==> config.mk <==
export PLATFORM = sky130hd
export DESIGN_NAME = n3i_front
export DESIGN_NICKNAME = d
export VERILOG_FILES = /design/src/design/n3i_pkg.sv /design/src/design/n3i_front.sv
export SDC_FILE = /design/constraint.sdc
export NUM_CORES = 2
export LEC_CHECK = 0
export ABC_AREA = 0
export CORE_MARGIN = 2
export CORE_UTILIZATION = 67
export CTS_CLUSTER_DIAMETER = 120
export DETAILED_ROUTE_END_ITERATION = 8
export DONT_BUFFER_PORTS = 1
export PLACE_DENSITY_LB_ADDON = 0.15
export SLEW_MARGIN = 20
export SYNTH_ARGS = -nofsm -noshare
export SYNTH_HDL_FRONTEND = slang
export SYNTH_SLANG_ARGS = --single-unit
==> constraint.sdc <==
create_clock -name clk -period 19.2 [get_ports clk]
set_input_delay 3.84 -clock clk [delete_from_list [all_inputs] [get_ports clk]]
set_output_delay 3.84 -clock clk [all_outputs]
set_load 0.03 [all_outputs]
==> src/design/n3i_pkg.sv <==
// ----------------------------------------------------------------------------
// Nearest-three interpolator package
// Shared types and constants.
// ----------------------------------------------------------------------------
`default_nettype none
package n3i_pkg;
  localparam logic [1:0] ST_OK       = 2'd0;
  localparam logic [1:0] ST_NO_SAMP  = 2'd1;
  localparam logic [1:0] ST_ZERO_SUM = 2'd2;
  localparam logic [32:0] SQ_MAX = {33{1'b1}};

  // request handed from front to back end
  typedef struct packed {
    logic [1:0]        cnt;
    logic [2:0][32:0]  sq;
    logic [2:0][31:0]  val;
  } job_t;

  typedef enum logic [2:0] {
    BK_IDLE, BK_SQRT, BK_MUL, BK_ACC, BK_DIV, BK_FIN, BK_OUT
  } bk_state_t;
endpackage
`default_nettype wire

==> src/design/n3i_front.sv <==
// ----------------------------------------------------------------------------
// Nearest-three interpolator front end
// Distance computation and sorted top-three insertion per request.
// ----------------------------------------------------------------------------
`default_nettype none
module n3i_front (
  input  wire logic               clk,
  input  wire logic               rst_n,
  input  wire logic               in_tvalid,
  output logic                    in_tready,
  input  wire logic [79:0]        in_tdata,
  input  wire logic               in_tlast,
  input  wire logic               in_tuser,
  output logic                    job_valid,
  input  wire logic               job_ready,
  output n3i_pkg::job_t           job
);
  logic [2:0][15:0] q_r, q_nxt;
  logic [2:0][32:0] sq_r, sq_nxt;
  logic [2:0][31:0] val_r, val_nxt;
  logic [1:0]       cnt_r, cnt_nxt;
  logic             jv_r, jv_nxt;
  n3i_pkg::job_t    job_r, job_nxt;
  logic [2:0][16:0] diff;
  logic [2:0][15:0] mag;
  logic [2:0][33:0] mag2;
  logic [35:0]      sum;
  logic [32:0]      sq;
  logic             acc;
  logic [1:0]       pos;
  logic             ins;

  assign in_tready = !jv_r || job_ready;
  assign acc = in_tvalid && in_tready;
  assign job_valid = jv_r;
  assign job = job_r;

  always_comb begin
    for (int a = 0; a < 3; a++) begin
      diff[a] = {in_tdata[16*a+15], in_tdata[16*a +: 16]} - {q_r[a][15], q_r[a]};
      mag[a] = diff[a][16] ? 16'(-diff[a]) : diff[a][15:0];
      mag2[a] = 34'({16'b0, mag[a]} * {16'b0, mag[a]});
    end
    sum = {2'b0, mag2[0]} + {2'b0, mag2[1]} + {2'b0, mag2[2]};
    sq = (sum > {3'b0, n3i_pkg::SQ_MAX}) ? n3i_pkg::SQ_MAX : sum[32:0];
    priority if (cnt_r > 2'd0 && sq < sq_r[0]) pos = 2'd0;
    else if (cnt_r > 2'd1 && sq < sq_r[1]) pos = 2'd1;
    else if (cnt_r > 2'd2 && sq < sq_r[2]) pos = 2'd2;
    else pos = cnt_r;
    ins = (pos != 2'd3);
  end

  always_comb begin
    q_nxt = q_r; sq_nxt = sq_r; val_nxt = val_r; cnt_nxt = cnt_r;
    jv_nxt = jv_r && !job_ready; job_nxt = job_r;
    if (acc) begin
      if (!in_tuser) begin
        for (int a = 0; a < 3; a++) q_nxt[a] = in_tdata[16*a +: 16];
        sq_nxt = {3{n3i_pkg::SQ_MAX}}; val_nxt = '0; cnt_nxt = 2'd0;
      end else if (ins) begin
        for (int i = 2; i > 0; i--)
          if (i > pos) begin
            sq_nxt[i] = sq_r[i-1]; val_nxt[i] = val_r[i-1];
          end
        sq_nxt[pos] = sq;
        val_nxt[pos] = in_tdata[79:48];
        if (cnt_r != 2'd3) cnt_nxt = cnt_r + 2'd1;
      end
      if (in_tlast) begin
        job_nxt.cnt = cnt_nxt; job_nxt.sq = sq_nxt; job_nxt.val = val_nxt;
        jv_nxt = 1'b1;
        sq_nxt = {3{n3i_pkg::SQ_MAX}}; val_nxt = '0; cnt_nxt = 2'd0;
      end
    end
  end

  always_ff @(posedge clk) begin
    if (!rst_n) begin
      q_r <= '0; sq_r <= {3{n3i_pkg::SQ_MAX}}; val_r <= '0; cnt_r <= '0; jv_r <= 1'b0;
    end else begin
      q_r <= q_nxt; sq_r <= sq_nxt; val_r <= val_nxt; cnt_r <= cnt_nxt; jv_r <= jv_nxt;
    end
    job_r <= job_nxt;
  end
endmodule
`default_nettype wire

* After elaboration in Yosys (flattened, before gate mapping) *
Cells that the tools add are included.

word-level totals
  register bits = 443
  logic and storage cells = 96
  output and inout port bits = 199
  bits of input ports = 86

cells by class
  eq/ne operators = 2
  add/subtract/negate cells = 9
  order comparisons = 11
  multipliers = 3
  bitwise logic cells = 1
  reduce and logical (&&, ||, !) cells = 11
  muxes and demuxes = 41

operator list
  kind                                                  count
  two-way mux 33 bit                                    10
  two-way mux 99 bit                                    3
  two-way mux 32 bit                                    9
  two-way mux 96 bit                                    3
  bitwise mux 99 bit                                    1
  < comparator 33 bit                                   3
  bitwise mux 96 bit                                    1
  multiplier 16 x 16 -> 32 bit                          3
  demux 33 bit (select 2 bit)                           1
  demux 32 bit (select 2 bit)                           1
  subtractor 16 x 16 -> 17 bit                          3
  two-way mux 16 bit                                    3
  negation 16 bit                                       3
  adder 33 x 32 -> 34 bit                               1
  > comparator 34 x 33 -> 1 bit, second input constant  1
  adder 32 x 32 -> 33 bit                               1
  two-way mux 2 bit                                     7
  logical AND 1 bit                                     6
  > comparator 2 x 1 -> 1 bit, second input constant    2
  inequality test 2 bit, second input constant          2
  AND reduction 2 bit                                   2
  < comparator 2 x 3 -> 1 bit, second input constant    1
  adder 2 x 1 -> 2 bit, second input constant           1
  >= comparator 2 x 1 -> 1 bit, second input constant   1
  7 further kinds                                       9

* Longest topological paths before layout *
  word-level depth = 22
  gate-level depth with buffers = 58
  gate-level depth less buffers = 50

* Worst setup path before layout *
Ideal clock, no wire load.

  path type = input port to flip-flop
  start = input in_tdata[32]
  end = register job_r (netlist bit job[176]) (data pin)
  required time = 19.042 ns
  arrival time = 16.779 ns
  library setup time = 0.158 ns
  path slack = 2.263 ns
  cell stages on the path = 54
  path buffers = 7
  cells stage by stage = inv_1 -> ha_1 -> inv_1 -> fa_1 -> a211o_1 -> a21o_1 -> a311oi_2 -> nand4b_1 -> nor4_2 -> o211ai_1 -> or3_4 -> nor3b_1 -> o311ai_1 -> buf_2 -> nor2_1 -> fa_1 -> fa_1 -> inv_1 -> (+18 left out) -> a21o_1 -> xor2_1 -> buf_2 -> buf_2 -> o21ai_0 -> ha_1 -> nand4_1 -> nor2_1 -> nand4_1 -> or4_1 -> o31a_1 -> o211ai_1 -> a22o_1 -> clkbuf_1 -> clkbuf_1 -> clkbuf_1 -> o211ai_1 -> o211ai_1

between the ends
  longest elaborated chain between the ends = 20
  elaborated cells between the ends (all ways) = 30
  classes of those cells = add/sub: 3; mul: 1; order compare: 7; eq/ne: 1; mux: 14; reduce/logical: 4

ends and longest elaborated chain
  element                           RTL line         text
  start, declared                   n3i_front.sv:11  input wire logic [79:0] in_tdata,
  subtractor 16 x 16 -> 17 bit (*)  n3i_front.sv:40  diff[a] = {in_tdata[16*a+15], in_tdata[16*a +: 16]} - {q_r[a][15], q_r[a]};
  negation 16 bit                   n3i_front.sv:41  mag[a] = diff[a][16] ? 16'(-diff[a]) : diff[a][15:0];
  two-way mux 16 bit (*)            n3i_front.sv:41
  multiplier 16 x 16 -> 32 bit (*)  n3i_front.sv:42  mag2[a] = 34'({16'b0, mag[a]} * {16'b0, mag[a]});
  adder 33 x 32 -> 34 bit (*)       n3i_front.sv:44  sum = {2'b0, mag2[0]} + {2'b0, mag2[1]} + {2'b0, mag2[2]};
  > comparator 34 x 33 -> 1 bit     n3i_front.sv:45  sq = (sum > {3'b0, n3i_pkg::SQ_MAX}) ? n3i_pkg::SQ_MAX : sum[32:0];
  two-way mux 33 bit (*)            n3i_front.sv:45
  < comparator 33 bit               n3i_front.sv:48  else if (cnt_r > 2'd2 && sq < sq_r[2]) pos = 2'd2;
  (+4 left out)                     n/a
  > comparator 2 bit                n3i_front.sv:62  if (i > pos) begin
  two-way mux 33 bit                n3i_front.sv:62
  two-way mux 33 bit                n3i_front.sv:60  end else if (ins) begin
  two-way mux 33 bit                n3i_front.sv:57  if (!in_tuser) begin
  two-way mux 33 bit                n3i_front.sv:56  if (acc) begin
  bitwise mux 99 bit                n3i_front.sv:65  sq_nxt[pos] = sq;
  two-way mux 99 bit (*)            n3i_front.sv:60
  two-way mux 99 bit (*)            n3i_front.sv:57
  end signal, assigned              n3i_front.sv:83  job_r <= job_nxt;
  end, declared                     n3i_front.sv:23  n3i_pkg::job_t job_r, job_nxt;

Every way passes the cells marked *; elsewhere a longest branch is shown, timed or not. The select of a mux whose other input is x is not followed.
A chain may end at the register's enable or synchronous reset.

* Worst setup path in the final report *
  start = input in_tdata[32]
  end = register job_r (netlist bit job[159]) (data pin)

between the ends
  longest elaborated chain between the ends = 20
  elaborated cells between the ends (all ways) = 30
  classes of those cells = add/sub: 3; mul: 1; order compare: 7; eq/ne: 1; mux: 14; reduce/logical: 4

ends and longest elaborated chain
  element                           RTL line
  subtractor 16 x 16 -> 17 bit (*)  n3i_front.sv:40
  negation 16 bit                   n3i_front.sv:41
  two-way mux 16 bit (*)            n3i_front.sv:41
  multiplier 16 x 16 -> 32 bit (*)  n3i_front.sv:42
  adder 33 x 32 -> 34 bit (*)       n3i_front.sv:44
  > comparator 34 x 33 -> 1 bit     n3i_front.sv:45
  two-way mux 33 bit (*)            n3i_front.sv:45
  < comparator 33 bit               n3i_front.sv:48
  (+4 left out)                     n/a
  > comparator 1 x 2 -> 1 bit       n3i_front.sv:62
  two-way mux 33 bit                n3i_front.sv:62
  two-way mux 33 bit                n3i_front.sv:60
  two-way mux 33 bit                n3i_front.sv:57
  two-way mux 33 bit                n3i_front.sv:56
  bitwise mux 99 bit                n3i_front.sv:65
  two-way mux 99 bit (*)            n3i_front.sv:60
  two-way mux 99 bit (*)            n3i_front.sv:57

Marks and branches as above.

==> results.py <==
metrics = {
    "detailed_routing": {
        "drt-wirelength-per-cell_um": 21.3,
        "drt_iter0_drc": 3533,
        "via_per_inst": 6.08,
        "vias": 36185,
        "drcViolationCount": 0,
        "ant_nets": 0,
        "totalWireLength_mm": 127,
        "drtPass1Iterations": 6,
    },
    "worst_setup_path": {
        "r2r_start": "q_r[32]",
        "crit_path_frequent_cell": "fa_1",
        "cp_slowest_cell": "xor2_4",
        "required_ps": 19540,
        "cp.depth": 48,
        "rr_worst_depth": 47,
        "end_kind": "flop",
        "cp.arrival_ps": 18340,
        "crit_start": "in_tdata[32]",
        "crit_family": "adder cells",
        "crit_path_start_kind": "input pin",
        "r2r_end": "job[159]",
        "r2r_setup_slack_ps": 4140,
        "crit_buf_inv": 10,
        "worstSetupPathType": "input pin to flop",
        "crit_path_max_incr_delay_ps": 580,
        "path_max_fanout": 38,
    },
    "cells_and_area": {
        "nets": 6144,
        "drive_gt1_frac": 0.0578,
        "fill_cells": 5120,
        "seq_area_sq_um": 10800,
        "multiInputGateArea_sq_um": 30600,
        "syn2layout_area_growth_pct": 6.97,
    },
    "hold_path": {
        "hold_path_depth": 2,
        "hold_start": "q_r[25]",
        "hp-class": "flop to flop",
        "min_to": "q_r[25]",
    },
    "cts": {
        "cts.path.max_buffers": 3,
        "insertion_delay_ps": 600,
        "postCtsSetupBuffers": 0,
        "htreeDepth": 2,
        "cts_made_buffers": 46,
        "holdBufCountCts": 0,
        "clock-root-buffer": "clkbuf_16",
        "cts_resized": 0,
        "path_clk_slew_ps": 60,
        "clock-sinks": 443,
        "cts_tree": "built",
    },
    "die": {
        "dieArea_sq_um": 71000,
        "start_util": 0.675,
        "core-area_sq_um": 68300,
        "row_count": 96,
        "die_w_um": 266,
        "ioPinCount": 285,
        "die_h_um": 266,
    },
    "timing": {
        "hold_viol_final": 0,
        "rsz0062_at_grt": "no",
        "worstMarginPinSlew_ps": 1140,
        "period_minus_slack_ps": 18000,
        "slew_headroom": 0.234,
        "setup_viol": 0,
        "fin_skew_ps": 24.6,
        "report.final.slew_viol_count": 0,
        "finalSetupTns_ps": 0,
        "period_share": 0.938,
        "max_freq_ghz": 0.0555,
    },
    "synth": {
        "synth_nets": 6170,
        "ys.warnings.count": 0,
        "ys_types": 90,
        "synthFlopType": "dfxtp_1",
        "synth-async-reset-ratio": 0,
        "netlist_area_sq_um": 46100,
        "synthCells": 5061,
        "synth-seq-cells": 443,
        "synth-edff-count": 197,
        "synth_seq_area_share": 0.235,
        "syn_area_per_cell_sq_um": 9.11,
    },
    "placed_design": {
        "place.gp.congestion": 0.952,
        "hpwl_mm": 99.6,
        "portBuffers": 0,
    },
    "grt": {
        "grt_pass1_vias": 37286,
        "antenna_found_initial": 0,
        "grt_pass1_wl_mm": 202,
        "grt_start_max_net_pins": 122,
        "grt_usage": 0.365,
        "grt.overflow.total": 0,
    },
    "run": {
        "drv_cap": 0,
    },
    "status": {
        "status": "complete, no violations",
    },
}
## cell usage in the layout, fill, tap and decap left out, types with 18 or more instances in the layout
cell type	synthesis	final
a31oi_1	27	25
nor2_1	462	458
inv_1	1030	1029
a222oi_1	33	33
dfxtp_1	246	246
nor2b_1	21	21
a21oi_1	223	223
clkbuf_16	0	46
a22o_1	33	32
a21boi_0	51	51
o21a_1	25	25
nor3_1	40	40
fa_1	618	618
nand2_1	471	469
mux2i_1	34	34
xnor2_1	60	60
nand4_1	29	29
o211ai_1	32	32
a211oi_1	19	19
nand3_1	40	40
a21o_1	50	50
xor2_1	48	47
edfxtp_1	197	197
buf_4	1	123
or2_2	36	36
o21ai_0	243	241
a22oi_1	62	62
nand2b_1	35	35
ha_1	405	405
a32oi_1	18	18
## cells in the mapped netlist, drive strengths merged, types with 40 or more instances
library cell	number	area (sq um)
inv	1035	3880
fa	618	12400
nand2	471	1770
nor2	462	1730
ha	405	5070
o21ai	254	1270
dfxtp	246	4920
a21oi	223	1120
edfxtp	197	5920
clkbuf	154	578
a22oi	62	465
buf	60	290
xnor2	60	526
a21boi	51	383
xor2	51	480
a21o	50	375
nor3	42	220
nand3	40	200
or2	40	250
## registers in the layout, summed over array words and instances, names as in the netlist
name,flops
job,197
sq_r,99
val_r,96
q_r,48
cnt_r,2
job_valid,1
## cells by family (layout without fill, tap and decap cells)
kind of cell / after synthesis / after routing / share of synthesized area
flip-flops: 443 / 443 / 0.235
adder cells (fa/ha/maj): 1023 / 1023 / 0.378
other: 0 / 1 / 0
AND/OR/NAND/NOR: 1207 / 1207 / 0.112
multiplexers: 37 / 37 / 0.00811
AO/OA/AOI/OAI: 982 / 982 / 0.141
XOR/XNOR: 111 / 111 / 0.0218
buffers and inverters: 1258 / 1269 / 0.104
## cell type report
class                      count  share of cell area
antenna                        1           0.0000507
tap                          882              0.0224
multi-input combinational   3360               0.621
clock inverter                32             0.00758
clock buffer                  53              0.0243
sequential                   443               0.220
timing repair buffer         140              0.0256
inverter                    1044              0.0795
## worst max-delay path by stage
stage                    end  slack, ps
floorplan           job[176]       2260
global placement    job[159]        650
detailed placement   job[42]        770
CTS                  job[45]       1330
global route         job[45]        390
finish              job[159]       1200
## per-layer routing
layer / global-route usage / part of all wire / vias up
met1: 0.482 / 0.39 / 17654
met2: 0.579 / 0.46 / 1803
met5: 0 / 0 / -
met3: 0.0824 / 0.099 / 352
met4: 0.160 / 0.049 / 0
li1: - / - / 16376
## worst reg2reg max path, delay by kind of cell (launching register included)
kind                       cells  cell delay [ps]
AOI/OAI and AO/OA             13             4060
and+or+nand+nor               10             2520
DFF                            1              330
buffers and inverters          9              810
adders and majority gates     13             5920
xor gates and xnor gates       2             1130
## stage by stage
stage	std cells	hold WS, ps	cell area (sq um)	worst slack, ps	utilization
floorplan	5061	443	46100	2260	-
global placement	5869	449	47800	652	0.699
detailed placement	5869	456	47800	768	0.699
CTS	5954	464	49300	1330	0.722
global route	5954	480	49300	390	0.722
finish	5955	460	49300	1200	0.722
Power is left out: the tool's default activity adds up to more than one toggle a clock period on the data nets, which glitch-free logic cannot reach.
