File: src/design/n3i_pkg.sv
// ----------------------------------------------------------------------------
// Nearest-three interpolator package
// Shared types and constants.
// ----------------------------------------------------------------------------
`default_nettype none
package n3i_pkg;
  localparam logic [1:0] ST_OK       = 2'd0;
  localparam logic [1:0] ST_NO_SAMP  = 2'd1;
  localparam logic [1:0] ST_ZERO_SUM = 2'd2;
  localparam logic [32:0] SQ_MAX = {33{1'b1}};

  // request handed from front to back end
  typedef struct packed {
    logic [1:0]        cnt;
    logic [2:0][32:0]  sq;
    logic [2:0][31:0]  val;
  } job_t;

  typedef enum logic [2:0] {
    BK_IDLE, BK_SQRT, BK_MUL, BK_ACC, BK_DIV, BK_FIN, BK_OUT
  } bk_state_t;
endpackage
`default_nettype wire

File: src/design/n3i_back.sv
// ----------------------------------------------------------------------------
// Nearest-three interpolator back end
// Serial roots, weights and restoring division for one request at a time.
// ----------------------------------------------------------------------------
`default_nettype none
module n3i_back (
  input  wire logic               clk,
  input  wire logic               rst_n,
  input  wire logic               job_valid,
  output logic                    job_ready,
  input  n3i_pkg::job_t           job,
  output logic                    out_tvalid,
  input  wire logic               out_tready,
  output logic [39:0]             out_tdata
);
  n3i_pkg::bk_state_t st_r, st_nxt;
  n3i_pkg::job_t   j_r, j_nxt;
  logic [1:0]      ix_r, ix_nxt;
  logic [5:0]      k_r, k_nxt;
  logic [2:0][16:0] d_r, d_nxt;
  logic [33:0]     rem_r, rem_nxt;
  logic [16:0]     root_r, root_nxt;
  logic [2:0][33:0] w_r, w_nxt;
  logic [35:0]     ws_r, ws_nxt;
  logic [85:0]     num_r, num_nxt;
  logic [35:0]     pr_r, pr_nxt;
  logic [49:0]     quo_r, quo_nxt;
  logic [31:0]     res_r, res_nxt;
  logic [1:0]      sts_r, sts_nxt;
  logic [33:0]     sqx;
  logic [1:0]      pair;
  logic [35:0]     trial;
  logic [16:0]     ma, mb;
  logic [33:0]     prod;
  logic [65:0]     term;
  logic [36:0]     sh;
  logic [31:0]     qv;

  assign job_ready = (st_r == n3i_pkg::BK_IDLE);
  assign out_tdata = {6'b0, sts_r, res_r};

  always_comb begin
    sqx = {1'b0, j_r.sq[ix_r]};
    pair = sqx[6'd32 - {k_r[4:0], 1'b0} +: 2];
    trial = {rem_r, pair} - {1'b0, root_r, 2'b01} ;
    unique case (ix_r)
      2'd0: begin ma = d_r[1]; mb = d_r[2]; end
      2'd1: begin ma = d_r[2]; mb = d_r[0]; end
      default: begin ma = d_r[0]; mb = d_r[1]; end
    endcase
    prod = 34'({17'b0, ma} * {17'b0, mb});
    term = 66'(w_r[ix_r] * {34'b0, j_r.val[ix_r] ^ 32'h8000_0000});
    sh = {pr_r, num_r[85]};
    qv = quo_r[31:0] ^ 32'h8000_0000;
  end

  always_comb begin
    st_nxt = st_r; j_nxt = j_r; ix_nxt = ix_r; k_nxt = k_r; d_nxt = d_r;
    rem_nxt = rem_r; root_nxt = root_r; w_nxt = w_r; ws_nxt = ws_r;
    num_nxt = num_r; pr_nxt = pr_r; quo_nxt = quo_r; res_nxt = res_r; sts_nxt = sts_r;
    unique case (st_r)
      n3i_pkg::BK_IDLE: if (job_valid) begin
        j_nxt = job; res_nxt = '0; sts_nxt = n3i_pkg::ST_OK;
        ix_nxt = '0; k_nxt = '0; rem_nxt = '0; root_nxt = '0;
        if (job.cnt == 2'd0) begin
          sts_nxt = n3i_pkg::ST_NO_SAMP; st_nxt = n3i_pkg::BK_OUT;
        end else if (job.cnt == 2'd1) begin
          res_nxt = job.val[0]; st_nxt = n3i_pkg::BK_OUT;
        end else st_nxt = n3i_pkg::BK_SQRT;
      end
      n3i_pkg::BK_SQRT: begin
        // one root bit per cycle, 17 bits per distance (top pair is 1 bit)
        if (!trial[35] && trial[34:0] < 35'h4_0000_0000) begin
          rem_nxt = trial[33:0]; root_nxt = {root_r[15:0], 1'b1};
        end else begin
          rem_nxt = {rem_r[31:0], pair};
          root_nxt = {root_r[15:0], 1'b0};
        end
        k_nxt = k_r + 6'd1;
        if (k_r == 6'd16) begin
          d_nxt[ix_r] = root_nxt; k_nxt = '0; rem_nxt = '0; root_nxt = '0;
          if (ix_r == 2'd2) begin
            ix_nxt = '0; st_nxt = n3i_pkg::BK_MUL;
          end else ix_nxt = ix_r + 2'd1;
        end
      end
      n3i_pkg::BK_MUL: begin
        if (j_r.cnt == 2'd2) begin
          w_nxt[0] = {17'b0, d_r[1]}; w_nxt[1] = {17'b0, d_r[0]}; w_nxt[2] = '0;
          ix_nxt = 2'd2;
        end else w_nxt[ix_r] = prod;
        ix_nxt = (ix_nxt == 2'd2) ? 2'd0 : ix_r + 2'd1;
        if (j_r.cnt == 2'd2 || ix_r == 2'd2) begin
          st_nxt = n3i_pkg::BK_ACC; ix_nxt = '0; num_nxt = '0;
        end
      end
      n3i_pkg::BK_ACC: begin
        num_nxt = num_r + {20'b0, term};
        ix_nxt = ix_r + 2'd1;
        if (ix_r == 2'd2) begin
          ws_nxt = {2'b0, w_r[0]} + {2'b0, w_r[1]} + {2'b0, w_r[2]};
          pr_nxt = '0; quo_nxt = '0; k_nxt = '0;
          if (ws_nxt == '0) begin
            sts_nxt = n3i_pkg::ST_ZERO_SUM; st_nxt = n3i_pkg::BK_OUT;
          end else st_nxt = n3i_pkg::BK_DIV;
        end
      end
      n3i_pkg::BK_DIV: begin
        // restoring division, one quotient bit per cycle over 86 bits
        num_nxt = {num_r[84:0], 1'b0};
        if (sh >= {1'b0, ws_r}) begin
          pr_nxt = 36'(sh - {1'b0, ws_r}); quo_nxt = {quo_r[48:0], 1'b1};
        end else begin
          pr_nxt = sh[35:0]; quo_nxt = {quo_r[48:0], 1'b0};
        end
        k_nxt = k_r + 6'd1;
        if (k_r == 6'd63) st_nxt = n3i_pkg::BK_FIN;
      end
      n3i_pkg::BK_FIN: begin
        num_nxt = {num_r[84:0], 1'b0};
        if (sh >= {1'b0, ws_r}) begin
          pr_nxt = 36'(sh - {1'b0, ws_r}); quo_nxt = {quo_r[48:0], 1'b1};
        end else begin
          pr_nxt = sh[35:0]; quo_nxt = {quo_r[48:0], 1'b0};
        end
        k_nxt = k_r + 6'd1;
        if (k_r == 6'd21) begin
          res_nxt = qv;
          if (quo_nxt[49:31] == '0 && pr_nxt != '0) res_nxt = (quo_nxt[31:0] ^ 32'h8000_0000)
            + 32'd1;
          else res_nxt = quo_nxt[31:0] ^ 32'h8000_0000;
          st_nxt = n3i_pkg::BK_OUT;
        end
      end
      n3i_pkg::BK_OUT: if (out_tready) st_nxt = n3i_pkg::BK_IDLE;
      default: st_nxt = n3i_pkg::BK_IDLE;
    endcase
  end

  always_comb out_tvalid = (st_r == n3i_pkg::BK_OUT);

  always_ff @(posedge clk) begin
    if (!rst_n) st_r <= n3i_pkg::BK_IDLE;
    else st_r <= st_nxt;
    j_r <= j_nxt; ix_r <= ix_nxt; k_r <= k_nxt; d_r <= d_nxt; rem_r <= rem_nxt;
    root_r <= root_nxt; w_r <= w_nxt; ws_r <= ws_nxt; num_r <= num_nxt; pr_r <= pr_nxt;
    quo_r <= quo_nxt; res_r <= res_nxt; sts_r <= sts_nxt;
  end
endmodule
`default_nettype wire

File: config.mk
export PLATFORM = sky130hd
export DESIGN_NAME = n3i_back
export DESIGN_NICKNAME = d
export VERILOG_FILES = /design/src/design/n3i_pkg.sv /design/src/design/n3i_back.sv
export SDC_FILE = /design/constraint.sdc
export NUM_CORES = 2
export LEC_CHECK = 0
export BUFFER_PORTS_ARGS = -buffer_cell sky130_fd_sc_hd__buf_2
export CORE_ASPECT_RATIO = 2
export CORE_UTILIZATION = 65
export CTS_CLUSTER_SIZE = 10
export DETAILED_ROUTE_END_ITERATION = 7
export GPL_ROUTABILITY_DRIVEN = 0
export GPL_TIMING_DRIVEN = 0
export MAX_ROUTING_LAYER = met4
export PLACE_DENSITY = 0.83
export SLEW_MARGIN = 20
export SYNTH_ARGS = -nofsm -noshare
export SYNTH_HDL_FRONTEND = slang
export SYNTH_SLANG_ARGS = --single-unit
File: constraint.sdc
create_clock -name clk -period 13.8 [get_ports clk]
set_clock_uncertainty 0.05 [all_clocks]
set_input_delay 2.07 -clock clk [delete_from_list [all_inputs] [get_ports clk]]
set_output_delay 2.07 -clock clk [all_outputs]
set_load 0.02 [all_outputs]
==> summary.md, run 1 <==
| Metric | Value |
|---|---|
| Outcome | did not finish |
| Stopping stage | global routing |
| Log Error | [ERROR GRT-0183] Net _05405_: the 3D maze router ran out of legal paths (heap underflow) - the net is boxed in by local congestion or blockages. |
| Placement row count | 180 |
| EDFF count, synth | between 600 and 700 |
| DIE WIDTH | ~250 um |
| Initial antenna violation count | 46 |
| Pin count of the biggest net entering global routing | about 110 |
| # IOs | 243 |
| Cell area after synthesis | 78980 um^2 |
| Inserted Clock Buffers | between 70 and 80 |
| Unique masters post-synth | 95 |
| Cell Area, Placed | just over 80000 um^2 |
| Longest Clk Path Bufs | 3 |
| Die height | between 400 and 500 um |
| Initial Util | 0.6567 |
| # placed instances | 9838 |
| Clk sink count | 653 |
| H-tree levels | 3 |
| Clock root buffer | clkbuf_16 |
| Post-synth top area cell | fa_1 |
| Port Buffer Count | 236 |
| Seq cells post-synth | roughly 650 |
| DP HPWL | 241800 um |
| Yosys warnings | 0 |
| Syn Inst Count | 8019 |
| Top cell type's share of synthesized area | 0.3255 |
| Prevailing post-synth register cell | edfxtp_1 |
| Worst endpoint after global-route timing repair | num_r[83]$_SDFFCE_PN0P_/D |
| # Post-CTS Setup Buffers | 0 |
| Async S/R FF share, synth | 0 |
| Syn_area_per_cell | 9.849 um^2 |
| Worst ep type | register data pin |
| Largest cells by area after synthesis | fa_1 (33%), edfxtp_1 (25%), ha_1 (7.4%) |
| Register area share after synthesis | 0.2479 |
## Yosys cell counts (all sizes together), types with 21 or more instances
| cell | number |
|---|---|
| xor2 | 65 |
| o21a | 48 |
| fa | 1284 |
| nand3 | 97 |
| a211oi | 43 |
| a22oi | 21 |
| o211ai | 24 |
| o21bai | 26 |
| and2 | 83 |
| a21oi | 300 |
| a21o | 178 |
| nor2b | 21 |
| o21ai | 175 |
| and3 | 50 |
| nor3 | 67 |
| nand4 | 42 |
| nor4 | 30 |
| a22o | 47 |
| nand2b | 52 |
| xnor2 | 119 |
| nand2 | 899 |
| mux2i | 163 |
| buf | 71 |
| nor2 | 1119 |
| edfxtp | 650 |
| o22ai | 39 |
| a31oi | 34 |
| clkbuf | 343 |
| ha | 465 |
| inv | 1188 |
## through the flow
step	setup slack [ns]	hold slack [ns]	utilization	setup TNS, ns
after detailed placement	-0.8948	0.4454	0.6885	-9.962
after global placement	-2.216	0.4312	0.6828	-26.53
after CTS	0.01070	0.4553	0.7078	0
after floorplan	3.656	0.4136	-	0
## what timing repair did
action	4_1_cts
gates resized for setup	19
hold endpoints to repair	0
hold buffers	0
endpoints found under the setup margin	20
## kinds of logic after synthesis
| kind of cell | count (synthesis) | share of synthesized area |
|---|---|---|
| flip-flops | 653 | 0.2479 |
| XOR/XNOR | 184 | 0.02041 |
| multiplexers | 189 | 0.02622 |
| other | 1 | 0.00004748 |
| buffers and inverters | 1603 | 0.07736 |
| AND/OR/NAND/NOR | 2545 | 0.1363 |
| adder cells (fa/ha/maj) | 1749 | 0.3991 |
| AO/OA/AOI/OAI | 1095 | 0.09259 |
==> run 2, diff against run 1 <==
--- a/config.mk
+++ b/config.mk
@@ -6,14 +6,11 @@
 export NUM_CORES = 2
 export LEC_CHECK = 0
 export BUFFER_PORTS_ARGS = -buffer_cell sky130_fd_sc_hd__buf_2
-export CORE_ASPECT_RATIO = 2
-export CORE_UTILIZATION = 65
-export CTS_CLUSTER_SIZE = 10
+export CORE_UTILIZATION = 40
 export DETAILED_ROUTE_END_ITERATION = 7
 export GPL_ROUTABILITY_DRIVEN = 0
 export GPL_TIMING_DRIVEN = 0
-export MAX_ROUTING_LAYER = met4
-export PLACE_DENSITY = 0.83
+export PLACE_DENSITY_LB_ADDON = 0.15
 export SLEW_MARGIN = 20
 export SYNTH_ARGS = -nofsm -noshare
 export SYNTH_HDL_FRONTEND = slang
==> summary.md, run 2 <==
| Metric | Value |
|---|---|
| Outcome | completed |
| Slew headroom | 0.1171 |
| Register area share after synthesis | 0.2479 |
| Final slew viol count | 0 |
| Top cell type's share of synthesized area | 0.3255 |
| DP HPWL | approximately 240000 um |
| Hold path depth | 0 |
| CTS tree | yes |
| Hold_ws | between 0.4 and 0.5 ns |
| Via Count | approximately 62000 |
| Wirelength per Cell | 25.73 um |
| First-pass GRT wire length | between 400000 and 500000 um |
| Syn_area_per_cell | 9.849 um^2 |
| EDFF count, synth | 650 |
| Most common cell after layout, fill and taps aside | fa_1 |
| GRT Overall Usage | 0.2894 |
| DIE WIDTH | 446.3 um |
| Crit share post-route | 0.9782 |
| Die height | 446.3 um |
| Yosys warnings | 0 |
| # Max-Cap Violations | 0 |
| DR iter-0 viols | 5740 |
| Seq cells post-synth | roughly 650 |
| Worst r2r dst | num_r[83] |
| Die area | 199200 um^2 |
| Setup crit start kind | flop |
| Drc violations | 0 |
| Worst Hold End | d_r[29] |
| Minimum clock period | 13.50 ns |
| Hold Crit Start | root_r[11] |
| Cell Area, Placed | 84420 um^2 |
| GRT overflow | 0 |
| H-tree levels | 3 |
| Vias in the first global route | around 64000 |
| Async S/R FF share, synth | 0 |
| Prevailing post-synth register cell | edfxtp_1 |
| Count leader, synth | fa_1 |
| CP Class | reg -> reg |
| R2r worst-path depth | 34 |
| ANT nets after route | 0 |
| Port Buffer Count | 236 |
| RSZ-0062 raised after global routing | false |
| Clock slew at reported path FFs | 0.06 ns |
| Final Instance Area | 87250 um^2 |
| # IOs | about 240 |
| Most frequent CP cell | fa_1 |
| Syn Inst Count | 8019 |
| Initial Util | 0.4038 |
| Clock root buffer | clkbuf_16 |
| Pin count of the biggest net entering global routing | 100 |
| Final hold viol count | 0 |
| Unique masters post-synth | 95 |
| Longest Clk Path Bufs | 3 |
| Drt first pass iters | 8 |
| Cell area after synthesis | 78980 um^2 |
| Vias per cell | 5.563 |
| Req. time, crit path | between 10 and 15 ns |
| Fmax | 74.08 MHz |
| Top flop regs | j_r x197, w_r x102, num_r x86 |
| Clk sink count | about 650 |
| Final Util | 0.4461 |
| Worst path max stage delay | around 0.86 ns |
| Reg2reg setup slack | 0.30 ns |
| Crit-path max FO | 10 |
| Worst path slowest cell | a21oi_1 |
| Largest cells by area after synthesis | fa_1 (33%), edfxtp_1 (25%), ha_1 (7.4%) |
| Max reg flops | 197 |
| Reg2reg start | ix_r[0] |
| Initial antenna violation count | 6 |
| CP startpoint | ix_r[0] |
| Largest Register | j_r |
| Synth cell count leaders | fa_1 (1284), inv_1 (1187), nor2_1 (1119), nand2_1 (898), edfxtp_1 (650) |
| Fill cells | 18860 |
| Crit path arrival time | 13.89 ns |
| Post-synth top area cell | fa_1 |
| Worst Setup End Kind | flop |
| Most frequent cells in the layout | fa_1 (1284), inv_1 (1186), nor2_1 (1115), nand2_1 (897), edfxtp_1 (650) |
| Inserted Clock Buffers | 77 |
| Placement row count | ~160 |
| Endpoints failing setup | 0 |
| Setup tns final | 0 ns |
| HP Class | reg -> reg |
| Worst-Margin Slew | 1.324 ns |
| Area of the core | 195600 um^2 |
| Share of layout cells above drive strength 1 | 0.07045 |
| # Post-CTS Setup Buffers | 0 |
| Synthesis-to-finish area growth | 10.48% |
| Clk Latency, worst-skew pair | 0.70 ns |
| WL final | 284900 um |
| Fin nets | 10340 |
==> run 2: cell counts after synthesis <==
Identical to the previous run, type by type.
==> run 2: routing by layer <==
layer	wire length, um	GRT usage
met1	114800	0.3771
met2	130100	0.4630
met3	21640	0.04426
met4	18420	0.1571
met5	23	0
==> run 2: timing repair <==
item / CTS / global route
hold buffers: 0 / 0
endpoints found under the setup margin: 16 / 14
gates resized for setup: 19 / 8
cloned: 0 / 0
==> run 2: cell type report <==
class                   instances  area (um^2)  share of cell area
repair buffers                282         1899             0.02177
well taps                    2624         3283             0.03763
clock buffers                  84         1953             0.02238
flip-flops and latches        653        19580              0.2244
diodes                          6        15.01           0.0001721
inverters                    1189         4471             0.05124
plain buffers                 414         1694             0.01942
multi-input cells            5768        53570              0.6139
clock inverters                56        790.8            0.009063
==> run 2: logic make-up after synthesis <==
kind of cell	Yosys count	share of synthesized area
adder cells (fa/ha/maj)	1749	0.3991
multiplexers	189	0.02622
flip-flops	653	0.2479
other	1	0.00004748
AO/OA/AOI/OAI	1095	0.09259
AND/OR/NAND/NOR	2545	0.1363
buffers and inverters	1603	0.07736
XOR/XNOR	184	0.02041
==> run 2: worst max path at each step <==
stage,end,depth (start not counted),slack (ns)
2_1_floorplan,num_r[83],34,3.66
3_3_place_gp,num_r[72],35,-2.52
3_5_place_dp,num_r[72],35,-0.84
4_1_cts,num_r[72],33,0.14
5_1_grt,num_r[83],35,0.002
6_report,num_r[83],34,0.30
==> run 2: metrics by stage <==
step	std cells	setup slack, ns
detailed placement	10930	-0.8383
global placement	10880	-2.519
finish	11080	0.3015
global route	11070	0.001520
CTS	11070	0.1396
floorplan	8024	3.656
==> run 2: worst max-delay path, delay by kind of cell (launching register included) <==
family	cells	cell delay, ns
flip-flops	1	0.42
multiplexers	1	0.59
AND/OR/NAND/NOR	8	1.90
buffers and inverters	10	3.44
adder cells (fa/ha/maj)	9	4.46
AO/OA/AOI/OAI	6	2.33
Power of run 2 is not shown: default switching activity piles up to over one toggle a cycle in this logic, so the estimate is an artifact.
